`src/sv/dlm_pkg.sv`:
```
// Shared constants, codes and controller/datapath handshake types for the deadlock matrix.
`timescale 1ns / 1ps

package dlm_pkg;

  // Default sizing of the matrix.
  localparam int DLM_MAX_PROCESSES = 8;
  localparam int DLM_MAX_RESOURCES = 4;
  localparam int DLM_COUNT_BITS    = 8;

  // Fixed field widths of the request and result words.
  localparam int KIND_W     = 2;
  localparam int PROCESS_W  = 3;
  localparam int RESOURCE_W = 2;
  localparam int AMOUNT_W   = 8;
  localparam int STUCK_W    = 3;
  localparam int FINISHED_W = 4;

  localparam int IN_TDATA_W  = 16;
  localparam int OUT_TDATA_W = 16;

  // Configuration port.
  localparam int CFG_IDX_W  = 1;
  localparam int CFG_DATA_W = 4;
  localparam int PROC_CNT_W = 4;
  localparam int RES_CNT_W  = 3;

  localparam logic [CFG_IDX_W-1:0] CFG_PROCESS_COUNT  = 1'b0;
  localparam logic [CFG_IDX_W-1:0] CFG_RESOURCE_COUNT = 1'b1;

  localparam logic [PROC_CNT_W-1:0] PROC_CNT_RESET = 4'd8;
  localparam logic [RES_CNT_W-1:0]  RES_CNT_RESET  = 3'd4;

  typedef enum logic [KIND_W-1:0] {
    KIND_SET_FREE    = 2'd0,
    KIND_SET_REQUEST = 2'd1,
    KIND_GRANT       = 2'd2,
    KIND_DETECT      = 2'd3
  } kind_e;

  // Commands from the controller to the datapath.
  typedef struct packed {
    logic latch;     // capture the incoming request
    logic rd_item;   // read the rows of the request's process
    logic exec;      // apply a set or grant request
    logic det_init;  // start detection: load work from free counts
    logic rd_scan;   // read the rows of the process under scan
    logic eval;      // evaluate the process under scan
    logic next;      // advance to the next process
    logic restart;   // begin another pass
  } dlm_cmd_t;

  // Status from the datapath to the controller.
  typedef struct packed {
    kind_e kind;
    logic  scan_last;
    logic  progress;
  } dlm_sts_t;

endpackage

```
`src/sv/dlm_ctrl.sv`:
```
// Sequencing state machine for the deadlock matrix.
`timescale 1ns / 1ps

module dlm_ctrl
  import dlm_pkg::*;
(
  input  logic     clk_i,
  input  logic     rst_ni,
  input  logic     in_valid_i,
  output logic     in_ready_o,
  input  logic     out_free_i,
  output logic     load_out_o,
  input  dlm_sts_t sts_i,
  output dlm_cmd_t cmd_o
);

  typedef enum logic [5:0] {
    S_IDLE    = 6'b000001,
    S_READ    = 6'b000010,
    S_EXEC    = 6'b000100,
    S_SCAN_RD = 6'b001000,
    S_SCAN_EV = 6'b010000,
    S_DONE    = 6'b100000
  } state_e;

  state_e state_q, state_d;

  always_comb begin
    state_d    = state_q;
    cmd_o      = '0;
    in_ready_o = 1'b0;
    load_out_o = 1'b0;
    case (state_q)
      S_IDLE: begin
        in_ready_o = 1'b1;
        if (in_valid_i) begin
          cmd_o.latch = 1'b1;
          state_d     = S_READ;
        end
      end
      S_READ: begin
        if (sts_i.kind == KIND_DETECT) begin
          cmd_o.det_init = 1'b1;
          state_d        = S_SCAN_RD;
        end else begin
          cmd_o.rd_item = 1'b1;
          state_d       = S_EXEC;
        end
      end
      S_EXEC: begin
        cmd_o.exec = 1'b1;
        state_d    = S_DONE;
      end
      S_SCAN_RD: begin
        cmd_o.rd_scan = 1'b1;
        state_d       = S_SCAN_EV;
      end
      S_SCAN_EV: begin
        cmd_o.eval = 1'b1;
        if (sts_i.scan_last) begin
          // A pass that finished nobody ends the search.
          if (sts_i.progress) begin
            cmd_o.restart = 1'b1;
            state_d       = S_SCAN_RD;
          end else begin
            state_d = S_DONE;
          end
        end else begin
          cmd_o.next = 1'b1;
          state_d    = S_SCAN_RD;
        end
      end
      S_DONE: begin
        if (out_free_i) begin
          load_out_o = 1'b1;
          state_d    = S_IDLE;
        end
      end
      default: begin
        state_d = S_IDLE;
      end
    endcase
  end

  always_ff @(posedge clk_i or negedge rst_ni) begin
    if (!rst_ni) begin
      state_q <= S_IDLE;
    end else begin
      state_q <= state_d;
    end
  end

endmodule

```
`src/sv/dlm_datapath.sv`:
```
// Count storage, grant arithmetic and the work/finish scan of the deadlock matrix.
`timescale 1ns / 1ps

module dlm_datapath
  import dlm_pkg::*;
#(
  parameter int MAX_PROCESSES = DLM_MAX_PROCESSES,
  parameter int MAX_RESOURCES = DLM_MAX_RESOURCES,
  parameter int COUNT_BITS    = DLM_COUNT_BITS
) (
  input  logic                                   clk_i,
  input  logic                                   rst_ni,
  input  dlm_cmd_t                               cmd_i,
  output dlm_sts_t                               sts_o,
  input  logic [IN_TDATA_W-1:0]                  item_i,
  input  logic [$clog2(MAX_PROCESSES+1)-1:0]     np_i,
  input  logic [$clog2(MAX_RESOURCES+1)-1:0]     nr_i,
  output logic                                   res_deadlock_o,
  output logic [STUCK_W-1:0]                     res_stuck_o,
  output logic                                   res_status_o,
  output logic [FINISHED_W-1:0]                  res_finished_o
);

  localparam int PAW = $clog2(MAX_PROCESSES);
  localparam int RIW = (MAX_RESOURCES > 1) ? $clog2(MAX_RESOURCES) : 1;
  localparam int NPW = $clog2(MAX_PROCESSES + 1);
  localparam int NRW = $clog2(MAX_RESOURCES + 1);
  localparam int CB  = COUNT_BITS;
  localparam int WW  = COUNT_BITS + NPW;
  localparam int AXW = (AMOUNT_W > CB) ? AMOUNT_W : CB;
  localparam int PXW = (PROCESS_W > PAW) ? PROCESS_W : PAW;
  localparam int RXW = (RESOURCE_W > RIW) ? RESOURCE_W : RIW;
  localparam int PCW = (PROCESS_W > NPW) ? PROCESS_W : NPW;
  localparam int RCW = (RESOURCE_W > NRW) ? RESOURCE_W : NRW;
  localparam int SXW = (PAW > STUCK_W) ? PAW : STUCK_W;
  localparam int FXW = (NPW > FINISHED_W) ? NPW : FINISHED_W;

  // Captured request.
  kind_e                 kind_q;
  logic [PROCESS_W-1:0]  proc_q;
  logic [RESOURCE_W-1:0] res_q;
  logic [CB-1:0]         amt_q;

  // Row storage: one row per process, one lane per resource.
  logic [MAX_RESOURCES-1:0][CB-1:0] held_mem [MAX_PROCESSES];
  logic [MAX_RESOURCES-1:0][CB-1:0] pend_mem [MAX_PROCESSES];
  logic [MAX_PROCESSES-1:0]         held_vld_q, pend_vld_q;
  logic [MAX_RESOURCES-1:0][CB-1:0] held_rd_q, pend_rd_q;
  logic                             held_rv_q, pend_rv_q;
  logic [MAX_RESOURCES-1:0][CB-1:0] held_row, pend_row;

  logic [CB-1:0] free_q [MAX_RESOURCES];

  // Detection state.
  logic [WW-1:0]            work_q [MAX_RESOURCES];
  logic [MAX_PROCESSES-1:0] fin_q;
  logic [NPW-1:0]           fin_cnt_q;
  logic [PAW-1:0]           idx_q;
  logic                     prog_q;
  logic                     first_q;
  logic [PAW-1:0]           stuck_q;
  logic                     status_q;

  logic [AXW-1:0] amt_ext;
  logic [PXW-1:0] proc_ext;
  logic [RXW-1:0] res_ext;
  logic [PAW-1:0] p_addr;
  logic [RIW-1:0] r_lane;
  logic           p_ok, r_ok;
  logic [PAW-1:0] rd_addr;
  logic           rd_en;

  logic [MAX_RESOURCES-1:0][CB-1:0] held_new, pend_clr, pend_set, pend_wdata;
  logic [CB-1:0]                    free_new [MAX_RESOURCES];
  logic [MAX_RESOURCES-1:0]         under;
  logic                             held_we, pend_we;
  logic                             fits, fit_now, unfinished;
  logic [SXW-1:0]                   stuck_ext;
  logic [FXW-1:0]                   fin_ext;

  assign amt_ext  = AXW'(item_i[14:7]);
  assign proc_ext = PXW'(proc_q);
  assign res_ext  = RXW'(res_q);
  assign p_addr   = proc_ext[PAW-1:0];
  assign r_lane   = res_ext[RIW-1:0];
  assign p_ok     = PCW'(proc_q) < PCW'(np_i);
  assign r_ok     = RCW'(res_q) < RCW'(nr_i);

  assign rd_addr = cmd_i.rd_scan ? idx_q : p_addr;
  assign rd_en   = cmd_i.rd_scan | cmd_i.rd_item;

  // A row never written reads as all zero.
  assign held_row = held_rv_q ? held_rd_q : '0;
  assign pend_row = pend_rv_q ? pend_rd_q : '0;

  always_ff @(posedge clk_i) begin
    if (cmd_i.latch) begin
      kind_q <= kind_e'(item_i[1:0]);
      proc_q <= item_i[4:2];
      res_q  <= item_i[6:5];
      amt_q  <= amt_ext[CB-1:0];
    end
  end

  always_ff @(posedge clk_i) begin
    if (rd_en) begin
      held_rd_q <= held_mem[rd_addr];
      pend_rd_q <= pend_mem[rd_addr];
    end
    if (held_we) begin
      held_mem[p_addr] <= held_new;
    end
    if (pend_we) begin
      pend_mem[p_addr] <= pend_wdata;
    end
  end

  // Per-lane grant and set arithmetic; lanes beyond the active count are left alone.
  always_comb begin
    logic [CB:0] sum;
    logic        lane_on;
    sum = '0;
    for (int j = 0; j < MAX_RESOURCES; j++) begin
      lane_on     = NRW'(j) < nr_i;
      sum         = {1'b0, held_row[j]} + {1'b0, pend_row[j]};
      held_new[j] = lane_on ? (sum[CB] ? {CB{1'b1}} : sum[CB-1:0]) : held_row[j];
      under[j]    = lane_on && (pend_row[j] > free_q[j]);
      if (!lane_on) begin
        free_new[j] = free_q[j];
      end else if (under[j]) begin
        free_new[j] = '0;
      end else begin
        free_new[j] = free_q[j] - pend_row[j];
      end
      pend_clr[j] = lane_on ? '0 : pend_row[j];
      pend_set[j] = (RIW'(j) == r_lane) ? amt_q : pend_row[j];
    end
  end

  assign held_we    = cmd_i.exec && (kind_q == KIND_GRANT) && p_ok;
  assign pend_we    = cmd_i.exec && (((kind_q == KIND_SET_REQUEST) && p_ok && r_ok) ||
                                     ((kind_q == KIND_GRANT) && p_ok));
  assign pend_wdata = (kind_q == KIND_GRANT) ? pend_clr : pend_set;

  // A process fits when every active request is covered by the work totals.
  always_comb begin
    fits = 1'b1;
    for (int j = 0; j < MAX_RESOURCES; j++) begin
      if ((NRW'(j) < nr_i) && (WW'(pend_row[j]) > work_q[j])) begin
        fits = 1'b0;
      end
    end
  end

  assign fit_now    = !fin_q[idx_q] && fits;
  assign unfinished = !fin_q[idx_q] && !fits;

  always_ff @(posedge clk_i or negedge rst_ni) begin
    if (!rst_ni) begin
      held_vld_q <= '0;
      pend_vld_q <= '0;
      held_rv_q  <= 1'b0;
      pend_rv_q  <= 1'b0;
      for (int j = 0; j < MAX_RESOURCES; j++) begin
        free_q[j] <= '0;
        work_q[j] <= '0;
      end
      fin_q     <= '0;
      fin_cnt_q <= '0;
      idx_q     <= '0;
      prog_q    <= 1'b0;
      first_q   <= 1'b0;
      stuck_q   <= '0;
      status_q  <= 1'b0;
    end else begin
      if (rd_en) begin
        held_rv_q <= held_vld_q[rd_addr];
        pend_rv_q <= pend_vld_q[rd_addr];
      end
      if (held_we) begin
        held_vld_q[p_addr] <= 1'b1;
      end
      if (pend_we) begin
        pend_vld_q[p_addr] <= 1'b1;
      end
      if (cmd_i.latch) begin
        status_q <= 1'b0;
      end
      if (cmd_i.exec) begin
        case (kind_q)
          KIND_SET_FREE: begin
            if (r_ok) begin
              free_q[r_lane] <= amt_q;
            end
          end
          KIND_GRANT: begin
            if (p_ok) begin
              for (int j = 0; j < MAX_RESOURCES; j++) begin
                free_q[j] <= free_new[j];
              end
              status_q <= |under;
            end
          end
          default: begin
          end
        endcase
      end
      if (cmd_i.det_init) begin
        for (int j = 0; j < MAX_RESOURCES; j++) begin
          work_q[j] <= WW'(free_q[j]);
        end
        fin_q     <= '0;
        fin_cnt_q <= '0;
        idx_q     <= '0;
        prog_q    <= 1'b0;
        first_q   <= 1'b0;
        stuck_q   <= '0;
      end
      if (cmd_i.eval) begin
        if (fit_now) begin
          fin_q[idx_q] <= 1'b1;
          fin_cnt_q    <= fin_cnt_q + 1'b1;
          for (int j = 0; j < MAX_RESOURCES; j++) begin
            if (NRW'(j) < nr_i) begin
              work_q[j] <= work_q[j] + WW'(held_row[j]);
            end
          end
        end
        if (cmd_i.restart) begin
          // A new pass starts with no progress and no unfinished process seen yet.
          prog_q  <= 1'b0;
          first_q <= 1'b0;
          stuck_q <= '0;
        end else begin
          if (fit_now) begin
            prog_q <= 1'b1;
          end
          // The last pass changes nothing, so its first unfinished process is the answer.
          if (unfinished && !first_q) begin
            first_q <= 1'b1;
            stuck_q <= idx_q;
          end
        end
      end
      if (cmd_i.next) begin
        idx_q <= idx_q + 1'b1;
      end
      if (cmd_i.restart) begin
        idx_q <= '0;
      end
    end
  end

  assign sts_o.kind      = kind_q;
  assign sts_o.scan_last = NPW'(idx_q) == (np_i - 1'b1);
  assign sts_o.progress  = prog_q | fit_now;

  assign stuck_ext = SXW'(stuck_q);
  assign fin_ext   = FXW'(fin_cnt_q);

  always_comb begin
    if (kind_q == KIND_DETECT) begin
      res_deadlock_o = first_q;
      res_stuck_o    = stuck_ext[STUCK_W-1:0];
      res_status_o   = 1'b0;
      res_finished_o = fin_ext[FINISHED_W-1:0];
    end else begin
      res_deadlock_o = 1'b0;
      res_stuck_o    = '0;
      res_status_o   = status_q;
      res_finished_o = '0;
    end
  end

endmodule

```
`src/sv/deadlock_detection_matrix.sv`:
```
// Set and grant requests: the request is latched, its process rows read, it is applied
// and the result loaded into the output register. Detection scans in passes, np the
// active process count, passes at most np + 1; each process needs a row read and an
// evaluation step in the scan loop. One request is in work at a time; the next is
// accepted while a result waits in the output register. Reset clears counts, configuration
// (8 processes, 4 resources) and control state at once; no clearing pass is needed.
`timescale 1ns / 1ps

module deadlock_detection_matrix
  import dlm_pkg::*;
#(
  parameter int MAX_PROCESSES = DLM_MAX_PROCESSES,
  parameter int MAX_RESOURCES = DLM_MAX_RESOURCES,
  parameter int COUNT_BITS    = DLM_COUNT_BITS
) (
  input  logic                   clk_i,
  input  logic                   rst_ni,
  input  logic                   cfg_we_i,
  input  logic [CFG_IDX_W-1:0]   cfg_index_i,
  input  logic [CFG_DATA_W-1:0]  cfg_data_i,
  input  logic                   s_axis_tvalid,
  output logic                   s_axis_tready,
  // kind[1:0], process[4:2], resource[6:5], amount[14:7], zero fill above
  input  logic [IN_TDATA_W-1:0]  s_axis_tdata,
  output logic                   m_axis_tvalid,
  input  logic                   m_axis_tready,
  // deadlock[0], stuck_process[3:1], status[4], finished_count[8:5], zero fill above
  output logic [OUT_TDATA_W-1:0] m_axis_tdata
);

  localparam int NPW = $clog2(MAX_PROCESSES + 1);
  localparam int NRW = $clog2(MAX_RESOURCES + 1);
  localparam int PKW = (PROC_CNT_W > NPW) ? PROC_CNT_W : NPW;
  localparam int RKW = (RES_CNT_W > NRW) ? RES_CNT_W : NRW;

  logic [PROC_CNT_W-1:0] proc_cnt_q;
  logic [RES_CNT_W-1:0]  res_cnt_q;
  logic [PKW-1:0]        pc_ext, np_full;
  logic [RKW-1:0]        rc_ext, nr_full;
  logic [NPW-1:0]        np;
  logic [NRW-1:0]        nr;

  dlm_cmd_t cmd;
  dlm_sts_t sts;
  logic     load_out;
  logic     out_free;

  logic                  res_deadlock, res_status;
  logic [STUCK_W-1:0]    res_stuck;
  logic [FINISHED_W-1:0] res_finished;

  logic                   out_vld_q;
  logic [OUT_TDATA_W-1:0] out_data_q;

  always_ff @(posedge clk_i or negedge rst_ni) begin
    if (!rst_ni) begin
      proc_cnt_q <= PROC_CNT_RESET;
      res_cnt_q  <= RES_CNT_RESET;
    end else if (cfg_we_i) begin
      case (cfg_index_i)
        CFG_PROCESS_COUNT:  proc_cnt_q <= cfg_data_i;
        CFG_RESOURCE_COUNT: res_cnt_q  <= cfg_data_i[RES_CNT_W-1:0];
        default: begin
        end
      endcase
    end
  end

  // Counts of zero act as one; counts above the maximum act as the maximum.
  assign pc_ext = PKW'(proc_cnt_q);
  assign rc_ext = RKW'(res_cnt_q);

  always_comb begin
    if (pc_ext == '0) begin
      np_full = PKW'(1);
    end else if (pc_ext > PKW'(MAX_PROCESSES)) begin
      np_full = PKW'(MAX_PROCESSES);
    end else begin
      np_full = pc_ext;
    end
    if (rc_ext == '0) begin
      nr_full = RKW'(1);
    end else if (rc_ext > RKW'(MAX_RESOURCES)) begin
      nr_full = RKW'(MAX_RESOURCES);
    end else begin
      nr_full = rc_ext;
    end
  end

  assign np = np_full[NPW-1:0];
  assign nr = nr_full[NRW-1:0];

  assign out_free = !out_vld_q || m_axis_tready;

  dlm_ctrl u_ctrl (
    .clk_i      (clk_i),
    .rst_ni     (rst_ni),
    .in_valid_i (s_axis_tvalid),
    .in_ready_o (s_axis_tready),
    .out_free_i (out_free),
    .load_out_o (load_out),
    .sts_i      (sts),
    .cmd_o      (cmd)
  );

  dlm_datapath #(
    .MAX_PROCESSES (MAX_PROCESSES),
    .MAX_RESOURCES (MAX_RESOURCES),
    .COUNT_BITS    (COUNT_BITS)
  ) u_datapath (
    .clk_i          (clk_i),
    .rst_ni         (rst_ni),
    .cmd_i          (cmd),
    .sts_o          (sts),
    .item_i         (s_axis_tdata),
    .np_i           (np),
    .nr_i           (nr),
    .res_deadlock_o (res_deadlock),
    .res_stuck_o    (res_stuck),
    .res_status_o   (res_status),
    .res_finished_o (res_finished)
  );

  always_ff @(posedge clk_i or negedge rst_ni) begin
    if (!rst_ni) begin
      out_vld_q <= 1'b0;
    end else if (load_out) begin
      out_vld_q <= 1'b1;
    end else if (m_axis_tready) begin
      out_vld_q <= 1'b0;
    end
  end

  always_ff @(posedge clk_i) begin
    if (load_out) begin
      out_data_q <= OUT_TDATA_W'({res_finished, res_status, res_stuck, res_deadlock});
    end
  end

  assign m_axis_tvalid = out_vld_q;
  assign m_axis_tdata  = out_data_q;

endmodule

```
`config.mk`:
```
export PLATFORM = sky130hd
export DESIGN_NAME = deadlock_detection_matrix
export DESIGN_NICKNAME = d
export VERILOG_FILES = /design/src/sv/dlm_pkg.sv /design/src/sv/dlm_ctrl.sv /design/src/sv/dlm_datapath.sv /design/src/sv/deadlock_detection_matrix.sv
export SDC_FILE = /design/constraint.sdc
export NUM_CORES = 1
export LEC_CHECK = 0
export BUFFER_PORTS_ARGS = -buffer_cell sky130_fd_sc_hd__buf_4
export CAP_MARGIN = 10
export CORE_MARGIN = 2
export CORE_UTILIZATION = 57
export DETAILED_ROUTE_END_ITERATION = 12
export PLACE_DENSITY = 0.76
export SYNTH_ARGS = -nofsm -noshare
export SYNTH_HDL_FRONTEND = slang
export SYNTH_HIERARCHICAL = 1
export SYNTH_SLANG_ARGS = --single-unit
```
`constraint.sdc`:
```
create_clock -name clk_i -period 5.92 [get_ports clk_i]
set_clock_uncertainty 0.05 [all_clocks]
set_input_delay 0.296 -clock clk_i [delete_from_list [all_inputs] [get_ports clk_i]]
set_output_delay 0.296 -clock clk_i [all_outputs]
set_load 0.02 [all_outputs]
```
==> results of run 1 <==
## how the worst max path moves through the flow
stage | startpoint | end | slack [ns] | cells after the start
after floorplan | u_ctrl/state_q[4] | u_datapath/held_mem[0][0] | 0.34 | 7
after global placement | rc_ext[2] | u_datapath/pend_mem[4][4] | 1.71 | 10
after detailed placement | rc_ext[2] | u_datapath/pend_mem[4][1] | 1.64 | 10
after CTS | rc_ext[2] | u_datapath/pend_mem[4][15] | 1.58 | 10
after global routing | rc_ext[2] | u_datapath/pend_mem[4][6] | 1.20 | 10
final | rc_ext[2] | u_datapath/pend_mem[4][0] | 1.49 | 10
## metal layers
metal / vias to the layer above / global-route usage, %
met1: 10600 / 33.3
met4: 0 / 9.10
met2: 806 / 43.7
li1: 9147 / -
met5: - / 0
met3: 169 / 4.54
## registers in the layout (all words and copies together), names as in the netlist, 4 cells and up
name,count
u_datapath/held_rd_q,32
u_datapath/pend_rd_q,32
m_axis_tdata,9
u_datapath/free_q,32
u_datapath/work_q,48
u_datapath/pend_mem,256
pc_ext,4
u_datapath/amt_q,8
u_datapath/fin_q,8
u_ctrl/state_q,6
u_datapath/fin_cnt_q,4
u_datapath/held_vld_q,8
u_datapath/pend_vld_q,8
u_datapath/held_mem,256
## tightest hold or removal path, stage by stage
cell     delay [ns]
buf_4          0.09
nand2_2        0.09
mux2_4         0.21
## kinds of logic (layout without fill, tap and decap cells)
family,count (synthesis),after routing
flops,733,733
simple gates,523,523
other cells,1,7
fa+ha+maj,127,127
xor+xnor,72,72
mux,252,252
buf+inv,216,343
compound gates,424,424
## cell type report
type	instances	share of cell area, %
Tap cell	773	2.52
Inverter	115	1.12
Clock inverter	51	1.70
Sequential cell	733	55.6
Clock buffer	90	5.20
Timing Repair Buffer	87	2.06
Multi-Input combinational cell	1405	31.8
## cell usage in the layout (no fill, tap or decap), types with 35 or more instances in the layout
master     netlist  layout
nand2_1        176     176
clkbuf_16        0      78
mux2_2          76      76
ha_1           110     110
mux2i_1         38      35
xnor2_1         55      55
and2_1          41      36
inv_1          114     113
o21ai_0        124     124
edfxtp_1       600     600
a21oi_1         65      65
buf_4           11      57
dfrtp_1        130     129
nor2_1         105     104
mux4_2         134     134
## through the flow
stage,power (W),utilization [%],setup slack (ns),cell area [um^2],hold WS (ns)
2_1_floorplan,0.00928,-,0.341,34400,-0.0496
3_5_place_dp,0.0104,59.9,1.64,35500,0.296
4_1_cts,0.0154,64.8,1.58,38400,0.0247
3_3_place_gp,0.0102,59.9,1.71,35500,0.278
6_report,0.0154,64.8,1.49,38400,0.0453
5_1_grt,0.0160,64.8,1.20,38400,0.0345
## power breakdown
part	internal, W	total (W)	switching, W
Clock	0.00297	0.00502	0.00205
Sequential	0.00617	0.00650	0.000337
Combinational	0.00158	0.00386	0.00228
## repair_timing
item,4_1_cts,5_1_grt
setup endpoints to repair,0,0
hold buffers,23,0
endpoints found under the hold margin,86,0
==> flow_summary.json, run 1 <==
{
  "status": "complete, no violations",
  "drc": 0,
  "synth_top_cell_by_area": "edfxtp_1",
  "path_buf_inv": 2,
  "synth.area.top_cells": "edfxtp_1 (52%), dfrtp_1 (9.5%), mux4_2 (8.8%)",
  "grt_max_degree": 69,
  "cp_slowest_cell": "and2_2",
  "rsz0062_at_grt": "false",
  "crit_path_cell_trace": "nor2b_1 -> inv_1 -> ha_1 -> a21oi_1 -> o21bai_1 -> inv_1 -> a21oi_1 -> nor3b_1 -> nor2b_1 -> and2_2",
  "grt_pass1_wl_um": 122000,
  "viasPerCell": 6.37,
  "cts-root-buf": "clkbuf_16",
  "post-place-cells": 3090,
  "fp-row-count": 89,
  "worstHoldEndpoint": "rc_ext[2]",
  "start_kind": "register",
  "first_iter_violations": 1635,
  "grt_use_total_pct": 25.6,
  "synth-async-reset-ratio_pct": 18.1,
  "finalSetupTns_ns": 0,
  "synth_top_family_by_area": "multiplexers",
  "synth_most_common_cell": "edfxtp_1",
  "cp.arrival_ns": 4.63,
  "firstDrtPassIters": 5,
  "area_growth_pct": 11.7,
  "synth_edf_count": 600,
  "clk_path_buf_depth": 3,
  "maxSlewViolCount": 0,
  "final_cells": 3254,
  "dieArea_um2": 62200,
  "min_path_type": "in2reg",
  "layout-drive-gt1-share_pct": 18.8,
  "cts_buffers": 76,
  "seq_area_um2": 21400,
  "synth-main-ff-cell": "edfxtp_1",
  "cts_max_level": 3,
  "dp_hpwl_um": 49000,
  "critical-path-top-delay-family": "simple AND/OR/NAND/NOR gates",
  "wl_met1_um": 31100,
  "critPathCaptureType": "register",
  "netlist_instances": 2348,
  "hold_viol": 0,
  "clk_pin_slew_ns": 0.06,
  "synth.avg_cell_area_um2": 14.6,
  "n_fill_cell": 4112,
  "post_cts_buffers": 0,
  "routed.top_layer": "met4",
  "overflow": 0,
  "p_leak_nw": 14.1,
  "yosys.area_share.simple_pct": 7.62,
  "worstPathMaxFanout": 32,
  "synth_top_area_share_pct": 52.5,
  "regToRegStartpoint": "rc_ext[2]",
  "maxCapViolCount": 0,
  "gp_congestion": 0.874,
  "wl_met2_um": 39600,
  "antenna_cells": 0,
  "antenna_found_initial": 0,
  "min_period_ns": 4.43,
  "powerDensity_nw_per_um2": 401,
  "grt_pass1_vias": 21300,
  "postRouteAntennaNets": 0,
  "r2r_end": "u_datapath/pend_mem[4][0]",
  "fmax_mhz": 226,
  "slowest_delay_ns": 0.97,
  "cts_sinks": 733,
  "required_ns": 6.12,
  "start_util_pct": 58.0,
  "peakVddDrop_v": 0.000343,
  "core_area_um2": 59200,
  "synth_common_cells": "edfxtp_1 (600), nand2_1 (176), mux4_2 (134), dfrtp_1 (130), o21ai_0 (124)",
  "die_y_um": 249,
  "hp-start": "cfg_we_i",
  "syn_area_um2": 34300,
  "muxShareOfSynthArea_pct": 12.6,
  "worstMarginPinSlew_ns": 1.17,
  "synthAdderAreaFrac_pct": 4.80,
  "final-setup-viol-count": 0,
  "wl_met3_um": 5240,
  "io_buffers": 35,
  "seq_area_frac_synth_pct": 62.2,
  "synth.distinct_cells": 95,
  "die_x_um": 249,
  "path_class": "reg2reg",
  "cts_tree": "built",
  "r2r_setup_slack_ns": 1.49,
  "reg2regPathDepth": 10,
  "num_io_pins": 44,
  "routedWlPerCell_um": 24.1,
  "hold_depth": 3,
  "synth_xor_area_share_pct": 1.84,
  "finalNetCount": 2564,
  "cts_resized": 0,
  "yosysWarnings": 6,
  "min_period_over_period_pct": 74.8,
  "multi_input_area_um2": 12200,
  "insertion_delay_ns": 0.64,
  "num_vias": 20700,
  "wl_um": 78400,
  "relSlewSlack_pct": 21.7,
  "synth_compound_area_share_pct": 8.34,
  "ys_ff_latch": 733
}
Power figures use the tool's default switching activity.
==> run 2, diff against run 1 <==
==> constraint.sdc (replaced) <==
create_clock -name clk_i -period 3.6 [get_ports clk_i]
set_clock_uncertainty 0.05 [all_clocks]
set_input_delay 0.18 -clock clk_i [delete_from_list [all_inputs] [get_ports clk_i]]
set_output_delay 0.18 -clock clk_i [all_outputs]
set_load 0.02 [all_outputs]
==> run 2 against run 1 <==
Compared with the run above:
- register-to-register slack lost 1.4 ns
- count of clock-buffer cells in the layout shrank 1
- core utilization grew 1.9 points
- sequential share of layout area decreased by 1.6 points
- power up 66%
- first-iteration DRC count increased by 22%
- global-route usage up 0.63 points
- maximum frequency grew 28%
==> flow_summary.json, run 2 (synthesis results as in run 1) <==
{
  "final.setup.worst_slack_ns": 0.134,
  "pwr-share-comb_pct": 27.5,
  "multi_input_area_um2": 12300,
  "routed.top_layer": "met4",
  "cts_sinks": 733,
  "first_iter_violations": 1992,
  "cts-root-buf": "clkbuf_16",
  "wl_met1_um": 31800,
  "min_path_type": "in2async",
  "seqPwrFrac_pct": 41.6,
  "powerDensity_nw_per_um2": 645,
  "clk_pin_slew_ns": 0.06,
  "num_io_pins": 44,
  "clockPowerShare_pct": 30.9,
  "wl_um": 80200,
  "hold_slack_ns": 0.121,
  "worstPathMaxFanout": 15,
  "layout-drive-gt1-share_pct": 22.9,
  "antenna_found_initial": 1,
  "routedWlPerCell_um": 23.9,
  "reg2regPathDepth": 11,
  "seq_area_um2": 21400,
  "cts_buffers": 76,
  "num_vias": 21100,
  "cts_tree": "built",
  "firstDrtPassIters": 9,
  "slowest_delay_ns": 0.51,
  "grt_pass1_wl_um": 125000,
  "wl_met2_um": 40000,
  "dp_hpwl_um": 52200,
  "antenna_cells": 0,
  "start_kind": "register",
  "final-setup-viol-count": 0,
  "wl_met3_um": 5700,
  "status": "complete, no violations",
  "fin_area_um2": 39500,
  "area_growth_pct": 15.0,
  "die_y_um": 249,
  "hold_viol": 0,
  "rsz0062_at_grt": "true",
  "min_period_over_period_pct": 96.3,
  "finalNetCount": 2674,
  "clk_path_buf_depth": 3,
  "final_common_cell": "edfxtp_1",
  "p_leak_nw": 14.7,
  "maxCapViolCount": 0,
  "io_buffers": 35,
  "reg_top3": "u_datapath/held_mem: 256 flops, u_datapath/pend_mem: 256 flops, u_datapath/work_q: 48 flops",
  "grt_use_total_pct": 26.3,
  "maxSlewViolCount": 0,
  "cts_max_level": 3,
  "regToRegStartpoint": "u_datapath/pend_rv_q",
  "grt_max_degree": 77,
  "crit_path_cell_trace": "nand2_1 -> inv_1 -> ha_1 -> a41o_1 -> or4_1 -> o22a_2 -> a21oi_4 -> nor3b_4 -> buf_12 -> mux2_2 -> mux2i_1",
  "relSlewSlack_pct": 20.5,
  "overflow": 0,
  "peakVddDrop_v": 0.000462,
  "mostFrequentLayoutCells": "edfxtp_1 (600), nand2_1 (175), buf_4 (136), mux4_2 (134), dfrtp_1 (129)",
  "fmax_mhz": 288,
  "viasPerCell": 6.28,
  "fp-row-count": 89,
  "worstMarginPinSlew_ns": 1.18,
  "grt_pass1_vias": 21900,
  "drc": 0,
  "critPathCaptureType": "register",
  "power.switching_w": 0.00776,
  "switching_share_pct": 30.4,
  "r2r_end": "u_datapath/fin_cnt_q[2]",
  "dieArea_um2": 62200,
  "required_ns": 4.08,
  "path_class": "reg2reg",
  "start_util_pct": 58.0,
  "min_period_ns": 3.47,
  "cp_slowest_cell": "or4_1",
  "postPlaceCellArea_um2": 36600,
  "postRouteAntennaNets": 0,
  "insertion_delay_ns": 0.63,
  "cp.arrival_ns": 3.94,
  "die_x_um": 249,
  "dp_slack_ns": -0.368,
  "core_area_um2": 59200,
  "gp_congestion": 0.909,
  "n_fill_cell": 3979,
  "intPower_w": 0.0177,
  "r2r_setup_slack_ns": 0.13
}
-- run 2: worst max-delay path, delay by kind of cell (launching register included) --
family / cells / cell delay [ns]
AO/OA/AOI/OAI: 3 / 0.85
flip-flops: 1 / 0.49
adder cells (fa/ha/maj): 1 / 0.29
multiplexers: 2 / 0.49
AND/OR/NAND/NOR: 3 / 0.94
buffers and inverters: 2 / 0.27
-- run 2: what timing repair did --
action	in CTS	in global routing
setup endpoints to repair	64	205
endpoints found under the hold margin	99	0
pin swaps	0	3
hold buffers	28	0
setup buffers	0	4
resized for setup	1	26
-- run 2: metal layers --
layer / up-vias / GRT usage [%]
li1: 9384 / -
met1: 10700 / 34.9
met2: 863 / 44.4
met3: 162 / 4.20
met4: 0 / 9.16
met5: - / 0
-- run 2: layout make-up --
type	count	share of cell area [%]
clock buffers	89	5.05
inverters	115	1.09
well taps	773	2.45
multi-input cells	1405	31.1
clock inverters	51	1.30
repair buffers	197	4.91
flip-flops and latches	733	54.1
-- run 2: worst max path at each step --
stage	cells after the start	from	end	slack [ns]
3_5_place_dp	13	u_datapath/held_rv_q	u_datapath/held_mem[2][25]	-0.37
2_1_floorplan	9	u_ctrl/state_q[4]	u_datapath/held_mem[2][0]	-0.29
4_1_cts	14	u_datapath/held_rv_q	u_datapath/held_mem[6][21]	0.07
6_report	11	u_datapath/pend_rv_q	u_datapath/fin_cnt_q[2]	0.13
5_1_grt	11	u_datapath/pend_rv_q	u_datapath/fin_cnt_q[2]	-0.03
3_3_place_gp	13	u_datapath/held_rv_q	u_datapath/held_mem[1][25]	-0.31
-- run 2: power groups by stage --
stage / clock network [W] / logic [W] / registers, W
2_1_floorplan: 0 / 0.00475 / 0.0105
3_5_place_dp: 0 / 0.00669 / 0.0107
4_1_cts: 0.00801 / 0.00677 / 0.0106
3_3_place_gp: 0 / 0.00646 / 0.0107
6_report: 0.00788 / 0.00700 / 0.0106
5_1_grt: 0.00836 / 0.00762 / 0.0106
-- run 2: through the flow --
step           total power (W)  utilization [%]  std cells  setup TNS [ns]
2_1_floorplan           0.0153                -       2354          -12.88
3_3_place_gp            0.0172             61.8       3191          -17.44
3_5_place_dp            0.0174             61.8       3191          -22.26
4_1_cts                 0.0254             66.5       3359               0
5_1_grt                 0.0266             66.7       3363          -0.155
6_report                0.0255             66.7       3363               0
==> run 3, diff against run 2 <==
--- a/config.mk
+++ b/config.mk
@@ -5,12 +5,12 @@
 export SDC_FILE = /design/constraint.sdc
 export NUM_CORES = 1
 export LEC_CHECK = 0
-export BUFFER_PORTS_ARGS = -buffer_cell sky130_fd_sc_hd__buf_4
 export CAP_MARGIN = 10
 export CORE_MARGIN = 2
-export CORE_UTILIZATION = 57
+export CORE_UTILIZATION = 58
 export DETAILED_ROUTE_END_ITERATION = 12
-export PLACE_DENSITY = 0.76
+export DONT_BUFFER_PORTS = 1
+export PLACE_DENSITY = 0.87
 export SYNTH_ARGS = -nofsm -noshare
 export SYNTH_HDL_FRONTEND = slang
 export SYNTH_HIERARCHICAL = 1
==> run 3 against run 2 <==
Compared with the run above:
- critical path depth grew 4
- flip-flop and latch count is the same
- final area shrank 0.88%
- routed wire length grew 3.5%
- non-clock buffer count shrank 55
- critical path type unchanged
==> flow_summary.json, run 3 (synthesis results as in run 1) <==
{
  "status": "complete, no violations",
  "seq_area_um2": 21400,
  "r2r_end": "u_datapath/held_mem[3][24]",
  "p_leak_nw": 14.4,
  "gp_congestion": 0.878,
  "grt_use_total_pct": 27.5,
  "cts_buffers": 74,
  "num_vias": 21400,
  "first_iter_violations": 2171,
  "crit_end": "u_datapath/held_mem[3][24]",
  "hold_viol": 0,
  "firstDrtPassIters": 6,
  "maxSlewViolCount": 0,
  "io_buffers": 0,
  "wl_met1_um": 31200,
  "fmax_mhz": 282,
  "cp-startpoint": "u_datapath/pend_rv_q",
  "final.setup.worst_slack_ns": 0.0490,
  "powerDensity_nw_per_um2": 650,
  "required_ns": 3.91,
  "min_path_type": "in2reg",
  "reg_top3": "u_datapath/held_mem: 256 flops, u_datapath/pend_mem: 256 flops, u_datapath/work_q: 48 flops",
  "worstMarginPinSlew_ns": 1.08,
  "postRouteAntennaNets": 0,
  "reg2regPathDepth": 15,
  "drc": 0,
  "cts_tree": "built",
  "routed.top_layer": "met4",
  "rsz0062_at_grt": "true",
  "core_area_um2": 58800,
  "routedWlPerCell_um": 25.2,
  "min_period_over_period_pct": 98.6,
  "final_common_cell": "edfxtp_1",
  "grt_pass1_wl_um": 126000,
  "wl_um": 83000,
  "clk_pin_slew_ns": 0.06,
  "final-setup-viol-count": 0,
  "hold_slack_ns": 0.0488,
  "antenna_found_initial": 0,
  "cts_sinks": 733,
  "worstPathMaxFanout": 8,
  "wl_met2_um": 42500,
  "relSlewSlack_pct": 27.4,
  "start_kind": "register",
  "dp_hpwl_um": 52000,
  "dp_slack_ns": -0.400,
  "insertion_delay_ns": 0.64,
  "multi_input_area_um2": 12300,
  "n_fill_cell": 3906,
  "viasPerCell": 6.47,
  "min_period_ns": 3.55,
  "die_x_um": 247,
  "cp.arrival_ns": 3.86,
  "area_growth_pct": 14.0,
  "maxCapViolCount": 0,
  "critPathCaptureType": "register",
  "grt_max_degree": 134,
  "start_util_pct": 58.4,
  "layout-drive-gt1-share_pct": 21.0,
  "overflow": 0,
  "cts_max_level": 3,
  "die_y_um": 247,
  "finalNetCount": 2617,
  "wl_met3_um": 6010,
  "peakVddDrop_v": 0.000626,
  "clk_path_buf_depth": 3,
  "path_class": "reg2reg",
  "mostFrequentLayoutCells": "edfxtp_1 (600), nand2_1 (174), mux4_2 (134), dfrtp_1 (129), o21ai_0 (122)",
  "grt_pass1_vias": 22000,
  "r2r_setup_slack_ns": 0.05,
  "fp-row-count": 89,
  "num_io_pins": 44,
  "dieArea_um2": 61200,
  "regToRegStartpoint": "u_datapath/pend_rv_q",
  "final_util_pct": 66.6,
  "cts-root-buf": "clkbuf_16"
}
==> run 3: changes by cell type in the layout (fill, tap and decap cells not counted), sizes merged <==
cell	before	now
buf	169	113
inv	117	116
diode	0	1
clkinv	33	31
clkinvlp	8	2
clkbuf	89	91
==> run 3: worst min-delay path by stage <==
| stage | from | end | slack [ns] | cells after the start |
|---|---|---|---|---|
| 6_report | s_axis_tvalid | u_datapath/amt_q[3] | 0.05 | 2 |
| 5_1_grt | s_axis_tvalid | u_datapath/amt_q[3] | 0.03 | 2 |
| 4_1_cts | s_axis_tvalid | u_datapath/amt_q[1] | 0.01 | 2 |
| 3_5_place_dp | rst_ni | u_datapath/fin_cnt_q[0] | -0.16 | 0 |
| 3_3_place_gp | rst_ni | pc_ext[2] | -0.16 | 0 |
| 2_1_floorplan | rst_ni | m_axis_tvalid | -0.17 | 0 |
==> run 3: metrics by stage <==
| step | cells | power (W) | TNS, ns | instance area [um^2] |
|---|---|---|---|---|
| 2_1_floorplan | 2354 | 0.0153 | -12.88 | 34400 |
| 5_1_grt | 3300 | 0.0264 | -4.74 | 39100 |
| 3_5_place_dp | 3134 | 0.0174 | -20.98 | 36200 |
| 6_report | 3301 | 0.0255 | 0 | 39100 |
| 3_3_place_gp | 3134 | 0.0171 | -18.64 | 36200 |
| 4_1_cts | 3295 | 0.0253 | 0 | 39000 |
==> run 3: layer usage <==
metal,up-vias,global-route usage [%]
met5,-,0
met4,0,10.6
met3,233,4.44
met2,994,47.6
met1,10900,34.9
li1,9258,-
==> run 3: where the power goes <==
group          switching, W  internal [W]  leakage [nW]
sequential         0.000467        0.0101          7.32
combinational       0.00408       0.00294          5.90
clock               0.00332       0.00451          1.20
total               0.00787        0.0176          14.4
==> run 3: timing repair <==
action                                 CTS  global route
endpoints found under the hold margin  159             0
setup endpoints to repair               72           209
hold buffers                            29             0
resized for setup                        2            30
pin swaps                                0             7
setup buffers                            0             5
==> run 3: worst max-delay path, cell delays in order, from the launching register on <==
cell and delay (ns):
dfrtp_2 0.49, clkbuf_4 0.26, nand2_1 0.11, inv_1 0.12, ha_1 0.19, inv_1 0.06
fa_1 0.42, nor2b_1 0.13, o21ai_0 0.11, nand2_1 0.12, a21o_1 0.13, a21o_1 0.16
a21o_1 0.20, a211oi_4 0.09, buf_12 0.15, a2bb2oi_1 0.49
==> run 3: area by class of cell <==
| cell class | count | share of cell area, % |
|---|---|---|
| multi-input combinational | 1405 | 31.5 |
| clock buffer | 90 | 4.99 |
| inverter | 115 | 1.10 |
| sequential | 733 | 54.5 |
| antenna | 1 | 0.00639 |
| timing repair buffer | 142 | 3.99 |
| tap | 773 | 2.47 |
| clock inverter | 42 | 1.39 |
